==> src/design/ica_pkg.sv <==
// Shared constants and the arctangent table for the attitude unit.
package ica_pkg;

    localparam int CORDIC_STEPS = 16;
    localparam int ATAN_ENTRIES = 24;
    localparam int CW           = 40;   // CORDIC x/y datapath width
    localparam int STEP_W       = 5;

    localparam logic [1:0] REG_BLEND_WEIGHT = 2'd0;
    localparam logic [1:0] REG_RATE_GAIN    = 2'd1;

    function automatic logic [31:0] atan_lookup(input logic [STEP_W-1:0] idx);
        logic [31:0] r;
        begin
            unique case (idx)
                5'd0:  r = 32'h20000000;
                5'd1:  r = 32'h12E4051E;
                5'd2:  r = 32'h09FB385B;
                5'd3:  r = 32'h051111D4;
                5'd4:  r = 32'h028B0D43;
                5'd5:  r = 32'h0145D7E1;
                5'd6:  r = 32'h00A2F61E;
                5'd7:  r = 32'h00517C55;
                5'd8:  r = 32'h0028BE53;
                5'd9:  r = 32'h00145F2F;
                5'd10: r = 32'h000A2F98;
                5'd11: r = 32'h000517CC;
                5'd12: r = 32'h00028BE6;
                5'd13: r = 32'h000145F3;
                5'd14: r = 32'h0000A2FA;
                5'd15: r = 32'h0000517D;
                5'd16: r = 32'h000028BE;
                5'd17: r = 32'h0000145F;
                5'd18: r = 32'h00000A30;
                5'd19: r = 32'h00000518;
                5'd20: r = 32'h0000028C;
                5'd21: r = 32'h00000146;
                5'd22: r = 32'h000000A3;
                5'd23: r = 32'h00000051;
                default: r = 32'h0;
            endcase
            return r;
        end
    endfunction

endpackage

==> src/design/ica_cordic.sv <==
// Iterative CORDIC vectoring unit: atan2(y, x) as a 32-bit binary angle.
module ica_cordic import ica_pkg::*; (
    input  logic          aclk,
    input  logic          aresetn,
    input  logic          start,
    input  logic [CW-1:0] y_in,
    input  logic [CW-1:0] x_in,
    output logic          done,
    output logic [31:0]   angle
);
    logic signed [CW-1:0] x_reg, x_next, y_reg, y_next;
    logic [31:0]          z_reg, z_next;
    logic [STEP_W-1:0]    i_reg, i_next;
    logic                 busy_reg, busy_next;
    logic                 done_reg, done_next;
    logic signed [CW-1:0] xs, ys, xi, yi;

    always_comb begin
        x_next    = x_reg;
        y_next    = y_reg;
        z_next    = z_reg;
        i_next    = i_reg;
        busy_next = busy_reg;
        done_next = 1'b0;
        xi        = $signed(x_in);
        yi        = $signed(y_in);
        xs        = x_reg >>> i_reg;
        ys        = y_reg >>> i_reg;
        if (start) begin
            i_next = '0;
            if (xi == '0 && yi == '0) begin
                x_next = '0; y_next = '0; z_next = '0;
                done_next = 1'b1;
            end else begin
                busy_next = 1'b1;
                if (xi < 0) begin
                    x_next = -xi; y_next = -yi; z_next = 32'h80000000;
                end else begin
                    x_next = xi; y_next = yi; z_next = '0;
                end
            end
        end else if (busy_reg) begin
            if (y_reg > 0) begin
                x_next = x_reg + ys;
                y_next = y_reg - xs;
                z_next = z_reg + atan_lookup(i_reg);
            end else begin
                x_next = x_reg - ys;
                y_next = y_reg + xs;
                z_next = z_reg - atan_lookup(i_reg);
            end
            i_next = i_reg + 1'b1;
            if (i_reg == STEP_W'(CORDIC_STEPS - 1)) begin
                busy_next = 1'b0;
                done_next = 1'b1;
            end
        end
    end

    always_ff @(posedge aclk) begin
        if (!aresetn) begin
            busy_reg <= 1'b0;
            done_reg <= 1'b0;
            i_reg    <= '0;
        end else begin
            busy_reg <= busy_next;
            done_reg <= done_next;
            i_reg    <= i_next;
        end
        x_reg <= x_next;
        y_reg <= y_next;
        z_reg <= z_next;
    end

    assign done  = done_reg;
    assign angle = z_reg;
endmodule

==> config.mk <==
export PLATFORM = sky130hd
export DESIGN_NAME = ica_cordic
export DESIGN_NICKNAME = d
export VERILOG_FILES = /design/src/design/ica_pkg.sv /design/src/design/ica_cordic.sv
export SDC_FILE = /design/constraint.sdc
export NUM_CORES = 1
export LEC_CHECK = 0
export CAP_MARGIN = 20
export CORE_ASPECT_RATIO = 1.4
export CORE_UTILIZATION = 45
export CTS_CLUSTER_DIAMETER = 150
export DETAILED_ROUTE_END_ITERATION = 10
export DONT_BUFFER_PORTS = 1
export GPL_ROUTABILITY_DRIVEN = 0
export PLACE_DENSITY = 0.58
export SYNTH_ARGS = -nofsm -noshare
export SYNTH_HDL_FRONTEND = slang
export SYNTH_SLANG_ARGS = --single-unit
==> constraint.sdc <==
create_clock -name aclk -period 8.3 [get_ports aclk]
set_input_delay 0.415 -clock aclk [delete_from_list [all_inputs] [get_ports aclk]]
set_output_delay 0.415 -clock aclk [all_outputs]
set_load 0.01 [all_outputs]
Word-level counts from Yosys, hierarchy flattened
Memories as Yosys holds them, arrays and structs flattened. A register that Yosys moved wholly into a read port is not among the register bits.
Cells that the tools add are included.
- $add $sub $neg: 9
- $lt $le $gt $ge: 2
- equal/unequal tests: 2
- shifts and indexed selects: 2
- multiplexer cells: 33
- bitwise logic cells: 1
- reductions and logical operators: 5
- operators with widths (operator ; count):
    $mux W40 ; 10
    $mux W32 ; 11
    $add A40 B40 Y40 ; 2
    $logic_not A40 Y1 ; 2
    $neg A40 Y40 ; 2
    $sshr A40 B5 Y40 ; 2
    $sub A40 B40 Y40 ; 2
    $gt A40 B1 Y1 const B ; 1
    $lt A40 B1 Y1 const B ; 1
    $add A32 B32 Y32 ; 1
    $sub A32 B32 Y32 ; 1
    $mux W5 ; 4
    $mux W1 ; 8
    $add A5 B1 Y5 const B ; 1
    $eq A5 B4 Y1 const B ; 1
    $ne A2 B2 Y1 const B ; 1
    $reduce_bool A2 Y1 ; 1
    $reduce_or A2 Y1 ; 1
    $logic_and A1 B1 Y1 ; 1
    $not A1 Y1 ; 1
- register bits: 119
- memory bits (read-only): 1920
- bits of input ports: 83
- output and inout bits: 33
- logic and storage cells: 62
- memories: 2
- memory list (memory ; depth ; width ; rd ports ; clocked after memory_dff ; wr ports ; RTL line ; text):
    (name not given) ; 32 ; 30 ; 1 ; 1 ; 0 ; ica_pkg.sv:15 ; unique case (idx)
    (name not given) ; 32 ; 30 ; 1 ; 1 ; 0 ; ica_pkg.sv:15 ;

Longest topological paths before layout
- word-level depth: 8
- gate-level depth with buffers: 30
- gate-level depth less buffers: 24

Worst setup path before layout
No wires, ideal clock.
- path type: flip-flop to flip-flop
- start point: reg i_reg[2]
- end point: reg y_reg[39] (data pin)
- setup time: 0.265 ns
- data arrival time: 5.965 ns
- path slack: 2.070 ns
- stages on the path, launching flop included: 29
- buffers on the path: 8
- clock period less this slack: 6.230 ns
- cell sequence: dfxtp_1 -> buf_6 -> buf_6 -> buf_2 -> buf_2 -> buf_2 -> buf_2 -> buf_2 -> buf_1 -> mux4_2 -> nand2_1 -> and2_1 -> ha_1 -> nand3_1 -> nor4_4 -> nand4_1 -> o31a_1 -> xor2_1 -> ha_1 -> nand2_1 -> nor3_1 -> and3_1 -> a32o_1 -> o21ai_0 -> o221ai_1 -> a211o_1 -> a41oi_1 -> a211o_1 -> o211ai_1
- longest elaborated chain between the ends: 5
- elaborated cells between the ends (all ways): 6
- RTL lines (element ; RTL line ; text):
    start, declared ; ica_cordic.sv:13 ; logic [STEP_W-1:0] i_reg, i_next;
    start signal, assigned ; ica_cordic.sv:68 ; i_reg <= i_next;
    $sshr A40 B5 Y40 (*) ; ica_cordic.sv:27 ; xs = x_reg >>> i_reg;
    $add A40 B40 Y40 or $sub A40 B40 Y40 (tied branches) ; ica_cordic.sv:49, ica_cordic.sv:45 ;
    $mux W40 (*) ; ica_cordic.sv:43 ; if (y_reg > 0) begin
    $mux W40 (*) ; ica_cordic.sv:42 ; end else if (busy_reg) begin
    $mux W40 (*) ; ica_cordic.sv:29 ; if (start) begin
    via y_next[39] ; ica_cordic.sv:11 ; logic signed [CW-1:0] x_reg, x_next, y_reg, y_next;
    end signal, assigned ; ica_cordic.sv:71 ; y_reg <= y_next;
    end, declared ; ica_cordic.sv:11 ;
The timed path passes the listed nets; every way through them passes the cells marked *. The select of a mux whose other input is x is not followed.
A chain may end at the register's enable or synchronous reset.

Worst setup path after layout
- start point: reg i_reg[0]
- end point: reg x_reg[32] (data pin)
- longest elaborated chain between the ends: 5
- elaborated cells between the ends (all ways): 6
- RTL lines (element ; RTL line ; text):
    $sshr A40 B5 Y40 (*) ; ica_cordic.sv:28 ; ys = y_reg >>> i_reg;
    $sub A40 B40 Y40 or $add A40 B40 Y40 (tied branches) ; ica_cordic.sv:48, ica_cordic.sv:44 ;
    $mux W40 (*) ; ica_cordic.sv:43 ;
    $mux W40 (*) ; ica_cordic.sv:42 ;
    $mux W40 (*) ; ica_cordic.sv:29 ;
    via x_next[32] ; ica_cordic.sv:11 ;
    end signal, assigned ; ica_cordic.sv:70 ; x_reg <= x_next;
    end, declared ; ica_cordic.sv:11 ;
Marks and branches as above.

==> impl_results.md <==
* Outcome: finished clean
* Crit path max-delay family: compound AO/OA/AOI/OAI gates
* Pin count of the biggest net entering global routing at 110
* Grt met2 use at a little under three fifths
* P_leak at 0.00862 uW
* Core area at between 0.04 and 0.05 mm^2
* Ys async rst share at 0%
* Post-Syn Area per Cell at roughly 8.5 um^2
* Clk buf depth at 2
* Crit end category: flop
* Std-Cell Rows at between 90 and 100
* Met3 Usage GRT at under 10%
* Hold Path Depth at 1
* Die X at ~190 um
* Peak supply drop at 0.000228 V
* HP Class: primary input to flop
* Hold Slack at roughly 0.095 ns
* Hpwl dp at 64.0 mm
* Primary FF master, synth: edfxtp_1
* Vias/cell at around 7
* Clock sink total at ~150
* Slew @ Worst Pin at roughly 1.4 ns
* Post-synth EDFFs at 112
* Critical path's slowest cell: a221oi_1
* Worst EP arrival at ~7.5 ns
* Grt ovf at 0
* Crit path cell chain: inv_1, buf_4, mux2_2, a221oi_1, a211oi_1, a31oi_1, and4bb_1, a21oi_1, xnor2_1, ha_1, and3_1, and2_1, a221oi_1, o21ai_0, a31o_2, a311o_1, and2_1, a31oi_1, xor2_1, o22ai_1
* Wirelength per Cell at 27.2 um
* 1st-pass router iterations at 6
* Crit path largest cell delay at approximately 1.2 ns
* Setup-failing EPs final at 0
* Crit path kind: flop to flop
* Antenna violations before repair at 4
* Crit path depth at 20
* Worst skew pair latency at 0.47 ns
* FMAX at between 100 and 150 MHz
* Unique masters post-synth at between 100 and 150
* First-pass GRT wire length at around 130 mm
* Mapped Cells at ~2600
* WP data required at between 8 and 9 ns
* Die footprint at a little over 0.05 mm^2
* Depth of the CTS H-tree at 4
* Relative slew slack at under 10%
* GRT Max-Usage Layer: met2
* R2R cell count at 20
* Layout cell share with drive strength beyond 1 at ~10%
* Syn-to-layout area delta at 4.09%
* Tot Pwr at about 12000 uW
* Port buffer count at 0
* Syn nets at about 2900
* Min cycle time layout at about 7.3 ns
* Final core utilization at 47.4%
* Number of global-route vias before repair at about 22000
* DRT iter0 DRCs at between 2000 and 2500
* Boundary Pins at around 120
* Fin cells at around 3200
* Yosys warns at 0
* Cells after DPL at between 3000 and 4000
* Hold_buf cts at 0
* Max Fanout on Critical Path at 45
* Post-CTS sizing at 0
* Synthesis-stage register bit count at around 150
* Inserted Clock Buffers at 17
* Sequential cell area fraction in the yosys report at between 10% and 20%
* Max Cap Viol at 0
* Post-DRT Antenna Nets at 0
* Starting Density at 45.6%
* Final Max Tran Viols at 0
* Clock tree from TritonCTS: done
* CP Buf/Inv Count at 2
* DRC violations left at 0
* Post-Syn Area at 0.0223 mm^2
* Clk root buf: clkbuf_16
* Setup TNS at 0 ns
* Tcrit/Tclk final at around nine tenths
* Routing usage on met1 at about two fifths
* Layout Nets at 2750
* Final Hold Fails at 0
* Power Density at between 500 and 600 mW/mm^2
* Setup crit start kind: flop
* Setup Skew at between 0.015 and 0.02 ns
* Total Wirelength at approximately 87 mm
* RSZ-0062 raised after global routing: no
* Die height at around 270 um
* Overall global routing resource usage at between 30% and 40%
* Via count at roughly 22000
* Clk slew on worst S/H paths at around 0.070 ns
## timing repair
action | CTS | global route
endpoints found under the hold margin | 0 | 0
endpoints found under the setup margin | 0 | 5
setup buffers | 0 | 1
## cell usage after synthesis (all sizes together) (25+ instances only)
cell type  number  area, um^2
a211oi         28         215
a21o           60         450
a21oi         172         865
a31oi          38         238
and2           26         163
buf            88         495
clkbuf         72         270
dfxtp          37         741
edfxtp        112        3360
ha            128        1600
inv            63         236
mux2           47         533
mux2i          94         941
mux4           97        2210
nand2         227         855
nand2b         30         188
nand3          52         260
nor2          200         753
nor2b          29         181
nor3           51         255
nor4           28         203
o211ai         32         240
o21a           25         188
o21ai         170         851
o22ai          88         551
o31ai          42         325
or3            25         161
xnor2         103         902
xor2          159        1390
## layout make-up
class | count | area [um^2]
antenna | 3 | 7.51
clock buffer | 17 | 425
clock inverter | 15 | 144
multi-input combinational | 2269 | 17300
tap | 637 | 797
inverter | 64 | 240
sequential | 149 | 4120
timing repair buffer | 35 | 264
fill | 4843 | 25800
## power breakdown
| part | total, uW | switching, uW | leakage, uW | internal (uW) |
|---|---|---|---|---|
| clock | 798 | 378 | 0.000269 | 419 |
| sequential | 2220 | 901 | 0.00146 | 1320 |
| combinational | 9050 | 5110 | 0.00689 | 3940 |
| total | 12100 | 6390 | 0.00862 | 5670 |
## path summary, 6_finish.rpt
kind / startpoint / to / slack (ns)
hold reg to reg: busy_reg$_SDFFE_PN0P_ / done$_SDFF_PN0_ / 0.70
hold / removal: aresetn / busy_reg$_SDFFE_PN0P_ / 0.1
setup reg to reg: i_reg[0]$_SDFFE_PP0P_ / x_reg[32]$_DFFE_PP_ / 0.95
setup / recovery: i_reg[0]$_SDFFE_PP0P_ / x_reg[32]$_DFFE_PP_ / 0.95
## per-stage QoR
stage                     instance area (um^2)  setup slack (ns)
after global placement                   22700              1.21
after CTS                                23200              1.04
after floorplan                          22300              2.07
final                                    23300             0.953
after global routing                     23200             0.357
after detailed placement                 22700              1.06
## cell families (layout without fill, tap and decap cells)
group           Yosys count  count (layout)  share of synthesized area (%)
buf+inv                 224             131                           4.50
xor+xnor                262             262                           10.3
other cells               0               3                              0
simple gates            784             784                           17.4
compound gates          854             854                           25.5
flops                   149             149                           18.4
fa+ha+maj               131             131                           7.44
mux                     238             238                           16.5
## per-layer routing
layer	wire (um)	share of wire [%]
met1	31000	36
met2	41600	48
met3	7590	8.7
met4	6660	7.7
met5	10	0.012
## cells in the final DEF, fill, tap and decap left out, drive strengths merged, types with 37 or more instances in the layout
master | netlist | routed
ha | 128 | 128
xor2 | 159 | 159
a21oi | 172 | 172
inv | 63 | 70
o21ai | 170 | 170
a21o | 60 | 60
nor3 | 51 | 51
dfxtp | 37 | 37
o22ai | 88 | 88
nand3 | 52 | 52
mux2i | 94 | 94
mux2 | 47 | 47
nand2 | 227 | 227
a31oi | 38 | 38
edfxtp | 112 | 112
nor2 | 200 | 200
xnor2 | 103 | 103
mux4 | 97 | 97
o31ai | 42 | 42
(Power assumes the default switching activity.)
