[config.mk]
export PLATFORM = sky130hd
export DESIGN_NAME = ica_sqrt
export DESIGN_NICKNAME = d
export VERILOG_FILES = /design/src/design/ica_pkg.sv /design/src/design/ica_sqrt.sv
export SDC_FILE = /design/constraint.sdc
export NUM_CORES = 1
export LEC_CHECK = 0
export CAP_MARGIN = 20
export CELL_PAD_IN_SITES_DETAIL_PLACEMENT = 0
export CELL_PAD_IN_SITES_GLOBAL_PLACEMENT = 1
export CORE_MARGIN = 2
export CORE_UTILIZATION = 35
export CTS_BUF_LIST = sky130_fd_sc_hd__clkbuf_16
export CTS_CLUSTER_DIAMETER = 50
export DETAILED_ROUTE_END_ITERATION = 16
export DONT_BUFFER_PORTS = 1
export PLACE_DENSITY = 0.67
export SYNTH_ARGS = -nofsm -noshare
export SYNTH_HDL_FRONTEND = slang
export SYNTH_SLANG_ARGS = --single-unit
[constraint.sdc]
create_clock -name aclk -period 3.95 [get_ports aclk]
set_clock_uncertainty 0.1 [all_clocks]
set_input_delay 0.1975 -clock aclk [delete_from_list [all_inputs] [get_ports aclk]]
set_output_delay 0.1975 -clock aclk [all_outputs]
set_load 0.02 [all_outputs]
[src/design/ica_pkg.sv]
// Shared constants and the arctangent table for the attitude unit.
package ica_pkg;

    localparam int CORDIC_STEPS = 16;
    localparam int ATAN_ENTRIES = 24;
    localparam int CW           = 40;   // CORDIC x/y datapath width
    localparam int STEP_W       = 5;

    localparam logic [1:0] REG_BLEND_WEIGHT = 2'd0;
    localparam logic [1:0] REG_RATE_GAIN    = 2'd1;

    function automatic logic [31:0] atan_lookup(input logic [STEP_W-1:0] idx);
        logic [31:0] r;
        begin
            unique case (idx)
                5'd0:  r = 32'h20000000;
                5'd1:  r = 32'h12E4051E;
                5'd2:  r = 32'h09FB385B;
                5'd3:  r = 32'h051111D4;
                5'd4:  r = 32'h028B0D43;
                5'd5:  r = 32'h0145D7E1;
                5'd6:  r = 32'h00A2F61E;
                5'd7:  r = 32'h00517C55;
                5'd8:  r = 32'h0028BE53;
                5'd9:  r = 32'h00145F2F;
                5'd10: r = 32'h000A2F98;
                5'd11: r = 32'h000517CC;
                5'd12: r = 32'h00028BE6;
                5'd13: r = 32'h000145F3;
                5'd14: r = 32'h0000A2FA;
                5'd15: r = 32'h0000517D;
                5'd16: r = 32'h000028BE;
                5'd17: r = 32'h0000145F;
                5'd18: r = 32'h00000A30;
                5'd19: r = 32'h00000518;
                5'd20: r = 32'h0000028C;
                5'd21: r = 32'h00000146;
                5'd22: r = 32'h000000A3;
                5'd23: r = 32'h00000051;
                default: r = 32'h0;
            endcase
            return r;
        end
    endfunction

endpackage

[src/design/ica_sqrt.sv]
// Bit-serial integer square root, two radicand bits per cycle.
module ica_sqrt import ica_pkg::*; (
    input  logic        aclk,
    input  logic        aresetn,
    input  logic        start,
    input  logic [47:0] radicand,
    output logic        done,
    output logic [23:0] root
);
    logic [47:0] rem_reg, rem_next;
    logic [47:0] rad_reg, rad_next;
    logic [23:0] root_reg, root_next;
    logic [4:0]  cnt_reg, cnt_next;
    logic        busy_reg, busy_next;
    logic        done_reg, done_next;
    logic [49:0] trial;
    logic [49:0] shifted;

    always_comb begin
        rem_next  = rem_reg;
        rad_next  = rad_reg;
        root_next = root_reg;
        cnt_next  = cnt_reg;
        busy_next = busy_reg;
        done_next = 1'b0;
        shifted   = {rem_reg, rad_reg[47:46]};
        trial     = shifted - {24'd0, root_reg, 2'b01};
        if (start) begin
            rem_next  = '0;
            rad_next  = radicand;
            root_next = '0;
            cnt_next  = '0;
            busy_next = 1'b1;
        end else if (busy_reg) begin
            rad_next = {rad_reg[45:0], 2'b00};
            if (!trial[49]) begin
                rem_next  = trial[47:0];
                root_next = {root_reg[22:0], 1'b1};
            end else begin
                rem_next  = shifted[47:0];
                root_next = {root_reg[22:0], 1'b0};
            end
            cnt_next = cnt_reg + 5'd1;
            if (cnt_reg == 5'd23) begin
                busy_next = 1'b0;
                done_next = 1'b1;
            end
        end
    end

    always_ff @(posedge aclk) begin
        if (!aresetn) begin
            busy_reg <= 1'b0;
            done_reg <= 1'b0;
            cnt_reg  <= '0;
        end else begin
            busy_reg <= busy_next;
            done_reg <= done_next;
            cnt_reg  <= cnt_next;
        end
        rem_reg  <= rem_next;
        rad_reg  <= rad_next;
        root_reg <= root_next;
    end

    assign done = done_reg;
    assign root = root_reg;
endmodule

---- Word level (Yosys, flattened, before mapping) ----
Index checks and enable logic that the tools add are counted.
storage, ports and cells
  bits in registers ....................... 127
  input bits .............................. 51
  output and inout bits ................... 25
  word-level logic and storage cells ...... 22
operators by class
  add/sub/neg operators ................... 2
  equality and inequality tests ........... 1
  mux-type cells .......................... 8
  bitwise gates (word level) .............. 2
  reduce and logical (&&, ||, !) cells .... 3
operators with widths
  cell                                         number
  two-way mux 48 bit                           3
  subtractor 50 x 26 -> 50 bit                 1
  adder 5 x 1 -> 5 bit, second input constant  1
  equality test 5 bit, second input constant   1
  two-way mux 1 bit                            5
  OR reduction 3 bit                           1
  NOT 1 bit                                    2
  nonzero test 2 bit                           1
  OR reduction 2 bit                           1

---- Depth between registers and ports, before layout ----
  depth after elaboration ................. 4
  depth in mapped cells ................... 13
  mapped depth without buffers ............ 10

---- Least setup slack after synthesis ----
OpenSTA, ideal clock, no wires.
  kind .................................... reg2reg
  from .................................... register root_reg[19], in the netlist root[19]
  to ...................................... register rem_reg[43]
  library setup time ...................... 0.122 ns
  arrival time ............................ 3.396 ns
  required time ........................... 3.728 ns
  path slack .............................. 0.332 ns
  stages on the path, launching flop included .. 12
  path buffers ............................ 2
  period minus slack after synthesis ...... 3.618 ns
  cells stage by stage .................... dfxtp_1 inv_1 ha_1 clkbuf_1 nand4_1 or2_2 nor4_1 a311o_1 nand4b_2 buf_2 o311a_1 a221o_1
between the ends
  cells in the longest elaborated chain, start to end .. 2
ends and longest elaborated chain
  what                          RTL line        source
  from (decl)                   ica_sqrt.sv:12  logic [23:0] root_reg, root_next;
  from (signal assigned)        ica_sqrt.sv:63  root_reg <= root_next;
  subtractor 50 x 26 -> 50 bit  ica_sqrt.sv:27  trial = shifted - {24'd0, root_reg, 2'b01};
  two-way mux 48 bit            ica_sqrt.sv:36  if (!trial[49]) begin
  to (signal assigned)          ica_sqrt.sv:61  rem_reg <= rem_next;
  to (decl)                     ica_sqrt.sv:10  logic [47:0] rem_reg, rem_next;
No other way between the ends.
A chain may end at the register's enable or synchronous reset.

---- Worst setup path after layout ----
  from .................................... register rem_reg[35]
  to ...................................... register rem_reg[24]
between the ends
  cells in the longest elaborated chain, start to end .. 2
ends and longest elaborated chain
  what                          RTL line
  subtractor 50 x 26 -> 50 bit  ica_sqrt.sv:27
  two-way mux 48 bit            ica_sqrt.sv:36
No other way between the ends.

==> impl.org <==
** Global route
- Largest net degree at the start of global routing :: about 110
- The number of global-route vias before repair was between 5000 and 6000.
- In the global route stage, overall resource usage came out at approximately 17%.
- Global-route wire length before repair :: 29900 µm
- The number of antenna violations at the first check in global routing was 0.
- Global route overflow :: 0

** Setup path
- Traced cell by cell, the critical path runs through or3_1 -> or3_1 -> or4_1 -> or4_4 -> a311o_1 -> nand2_2 -> buf_4 -> a21oi_1 -> a311oi_1.
- At the worst endpoint, the required time is between 4000 and 5000 ps.
- The worst setup path is of the reg2reg kind.
- Along the worst path, the maximum fanout reaches 10.
- STA puts the critical path data arrival time at ~4000 ps.
- Critical path's most frequent cell :: sky130_fd_sc_hd__or3_1
- The slowest stage of the critical path is the sky130_fd_sc_hd__or4_4 cell.
- STA classifies the critical path endpoint as a flip-flop.
- Largest stage delay on the critical path :: 540 ps
- Critical path launch point type :: flip-flop

** STA
- Setup repair after global routing left no endpoint under its margin.
- Transition at the pin with the smallest max-transition slack :: approximately 970 ps
- Final Cycle Share :: 94.9%
- Setup violations remaining at the end of the flow were counted as 0.
- Fmax :: between 200 and 300 MHz
- Final Max Slew Viols :: 0
- Headroom to the max-slew limit came out at 35.5%.
- After layout, the worst setup slack is 202 ps.
- Adding up every negative setup slack in the final design gives 0 ps.
- Clock period minus final worst setup slack :: between 3000 and 4000 ps
- Final Hold Fails :: 0

** Clock tree
- Setup bufs post-CTS :: 0
- Buffer levels on the longest clock path :: 2
- Buffer cell driving the clock tree root :: sky130_fd_sc_hd__clkbuf_16
- Number of CTS-inserted buffers :: 17
- Max H-tree Level :: 4
- The later pin in the worst-skew pair is clocked with a latency of 430 ps.
- # clock sinks :: 127
- TritonCTS clock tree :: done
- Clk pin slew, worst setup/hold paths :: 60 ps

** Logic synthesis
- In this run, distinct cell masters in the synthesized netlist total between 60 and 70.
- A synthesized cell averages 9.54 µm².
- Summing the sequential cell areas from Yosys gives roughly 43% of the chip area.
- The cell count after synthesis came out at 743.
- Synthesis inferred 127 register bits.
- Area leader, netlist :: sky130_fd_sc_hd__dfxtp_1
- After Yosys synthesis, full adders, half adders and majority gates account for roughly 4.6% of the synthesized area.
- Yosys mapped a number of flops with a built-in enable equal to 48.
- Synthesized-area fraction occupied by xor and xnor cells :: roughly 3.3%
- Ranked by total cell area, the synthesized netlist is headed by sky130_fd_sc_hd__dfxtp_1 22%, sky130_fd_sc_hd__edfxtp_1 20%, sky130_fd_sc_hd__mux2_2 7.3%.
- Area share of the largest cell type after synthesis :: between 20% and 30%
- Counting every net in the synthesized netlist gives 820.
- Simple-gate share of the synthesized area :: between 10% and 20%
- In the synthesized netlist the dominant register cell turns out to be sky130_fd_sc_hd__dfxtp_1.
- Main combinational cell family by area after synthesis :: simple AND/OR/NAND/NOR gates
- Summing the areas of all compound-gate instances in the mapped netlist gives 16.6% of the synthesized area.
- Yosys warning count :: 0
- Portion of netlist area occupied by mux cells :: between 10% and 20%
- Synth Cell Area :: slightly above 7000 µm²
- Counting flops with an async set or reset pin after synthesis yields a share of 0%.

** Route
- Max layer used :: met4
- For this run, the detailed router's first-pass iteration total came to 6.
- Post-route antenna net violation count :: 0
- Average vias per placed instance :: ~5.4
- The routed layout has 5837 vias.
- The routed design has between 15000 and 20000 µm of wire.
- The routed design uses ~8400 µm of met2 wire.
- After detailed routing, the number of remaining DRC violations is 0.
- Met1 Wirelength :: about 8000 µm
- Detailed routing placed a total of 1020 µm of wire on met3.
- In the final routed layout, each cell accounts on average for around 17 µm.
- Number of DRC markers after the initial detailed-route iteration :: about 490

** Layout
- The area growth from synthesis to layout is 22.1%.
- Antenna diodes :: 0
- The post-route netlist has 15.7% of its cells at a drive strength greater than 1.
- Filler cell count in the final layout :: approximately 2000
- The final layout contains 878 nets.

** Outcome
- The run finished with clean final reports.

** Floorplanning
- Core Rows :: between 50 and 60
- The die covers around 21000 µm².
- Once the floorplan was initialized, standard cells occupied between 30 and 40% of the core.
- The total area inside the core boundary comes to about 20000 µm².
- The die is roughly 150 µm wide.
- DIE HEIGHT :: roughly 150 µm
- Boundary Pins :: 76

** Placement
- The congestion estimate from routability-driven global placement came to between 0.8 and 0.9.
- Quantity of I/O buffers inserted on ports :: 0
- Summed over all nets, the half-perimeter wirelength after detailed placement is approximately 12000 µm.
- At the placement stage, the worst setup path has a slack of between 150 and 200 ps.

** Flow run
- Max-cap violations :: 0

** Pwr
- IR Drop Worst-Case VDD :: about 0.31 mV
- In this run the power density over the cells is around 550 nW/µm².
- Lkg Pwr :: roughly 0.0033 µW

** Min path
- The path class of the tightest hold or removal check is in2reg.
==> layout by cell type, fill, tap and decap left out, types with 15 or more instances in the layout <==
master                          synthesis  final
sky130_fd_sc_hd__a21oi_1               25     25
sky130_fd_sc_hd__a311oi_1              28     28
sky130_fd_sc_hd__buf_4                  1     31
sky130_fd_sc_hd__clkbuf_16              0     17
sky130_fd_sc_hd__dfxtp_1               79     78
sky130_fd_sc_hd__dlygate4sd3_1          0     50
sky130_fd_sc_hd__edfxtp_1              48     48
sky130_fd_sc_hd__ha_1                  26     26
sky130_fd_sc_hd__inv_1                 32     31
sky130_fd_sc_hd__mux2_2                46     46
sky130_fd_sc_hd__mux2i_1               30     30
sky130_fd_sc_hd__nand2_1               56     55
sky130_fd_sc_hd__nor2_1                84     83
sky130_fd_sc_hd__o21ai_0               34     34
sky130_fd_sc_hd__or3_1                 17     17
sky130_fd_sc_hd__or4_1                 17     17
sky130_fd_sc_hd__xnor2_1               15     15
==> routing by layer <==
metal  vias to the layer above  track usage (%)
met4                         0             7.57
met3                        30             4.63
met5                         -                0
li1                       2880                -
met1                      2764             22.3
met2                       163             27.7
==> cells by family (layout without fill, tap and decap cells) <==
logic type / count (synthesis) / in the layout
fa+ha+maj: 26 / 26
simple gates: 248 / 248
buf+inv: 75 / 146
mux: 76 / 76
xor+xnor: 27 / 27
flops: 127 / 127
compound gates: 164 / 164
==> cell type report <==
cell class	count	area (µm²)	area share, %
clock inverter	15	193	2.23
tap	270	338	3.90
inverter	32	120	1.39
multi-input combinational	541	3790	43.8
timing repair buffer	82	761	8.79
sequential	127	3030	35.0
clock buffer	17	425	4.92
==> worst paths after layout <==
kind	cells past startpoint	start	slack, ps	end
worst min-delay path	2	start	100	root[20]
worst max-delay path	9	rem_reg[35]	200	rem_reg[24]
worst max register to register	9	rem_reg[35]	200	rem_reg[24]
worst min register to register	2	rem_reg[9]	380	rem_reg[9]
==> critical path: cells and delay by family, from the launching register on <==
family / cells / cell delay (ps)
buffers and inverters: 1 / 230
AND/OR/NAND/NOR: 5 / 2080
AO/OA/AOI/OAI: 3 / 850
flip-flops: 1 / 350
==> per-stage QoR <==
step | util (%) | instance area, µm² | power [µW] | hold slack [ps] | cells
2_1_floorplan | - | 7090 | 2710 | 226 | 743
3_3_place_gp | 37.4 | 7490 | 3020 | 196 | 1001
3_5_place_dp | 37.4 | 7490 | 3040 | 201 | 1001
4_1_cts | 43.1 | 8630 | 4730 | 118 | 1084
5_1_grt | 43.2 | 8650 | 5010 | 129 | 1084
6_report | 43.2 | 8650 | 4730 | 103 | 1084
==> cell usage after synthesis, types with 6 or more instances <==
master,count
sky130_fd_sc_hd__nand3_1,14
sky130_fd_sc_hd__or4_1,17
sky130_fd_sc_hd__a21o_1,10
sky130_fd_sc_hd__xor2_1,12
sky130_fd_sc_hd__o211ai_1,6
sky130_fd_sc_hd__nor2_1,84
sky130_fd_sc_hd__nor3_1,13
sky130_fd_sc_hd__a31oi_1,7
sky130_fd_sc_hd__nand2_1,56
sky130_fd_sc_hd__and2_1,6
sky130_fd_sc_hd__or3_1,17
sky130_fd_sc_hd__o21ai_0,34
sky130_fd_sc_hd__mux2i_1,30
sky130_fd_sc_hd__clkbuf_1,34
sky130_fd_sc_hd__xnor2_1,15
sky130_fd_sc_hd__mux2_2,46
sky130_fd_sc_hd__a211oi_1,7
sky130_fd_sc_hd__nand2b_1,10
sky130_fd_sc_hd__a311oi_1,28
sky130_fd_sc_hd__a21oi_1,25
sky130_fd_sc_hd__inv_1,32
sky130_fd_sc_hd__dfxtp_1,79
sky130_fd_sc_hd__or2_2,6
sky130_fd_sc_hd__o31ai_1,10
sky130_fd_sc_hd__o21a_1,8
sky130_fd_sc_hd__edfxtp_1,48
sky130_fd_sc_hd__ha_1,26
==> power by group <==
group | leakage [µW] | internal, µW | total (µW) | switching, µW
Combinational | 0.00184 | 651 | 1510 | 862
Clock | 0.000302 | 913 | 1620 | 709
Sequential | 0.00113 | 1490 | 1600 | 102
Total | 0.00327 | 3060 | 4730 | 1670
==> repair_timing <==
| item | 4_1_cts | 5_1_grt |
|---|---|---|
| endpoints found under the setup margin | 0 | 8 |
| hold endpoints to repair | 112 | 0 |
| hold buffers | 51 | 0 |
| resized for setup | 0 | 4 |
Note: power is estimated with default switching activity, not from simulation.
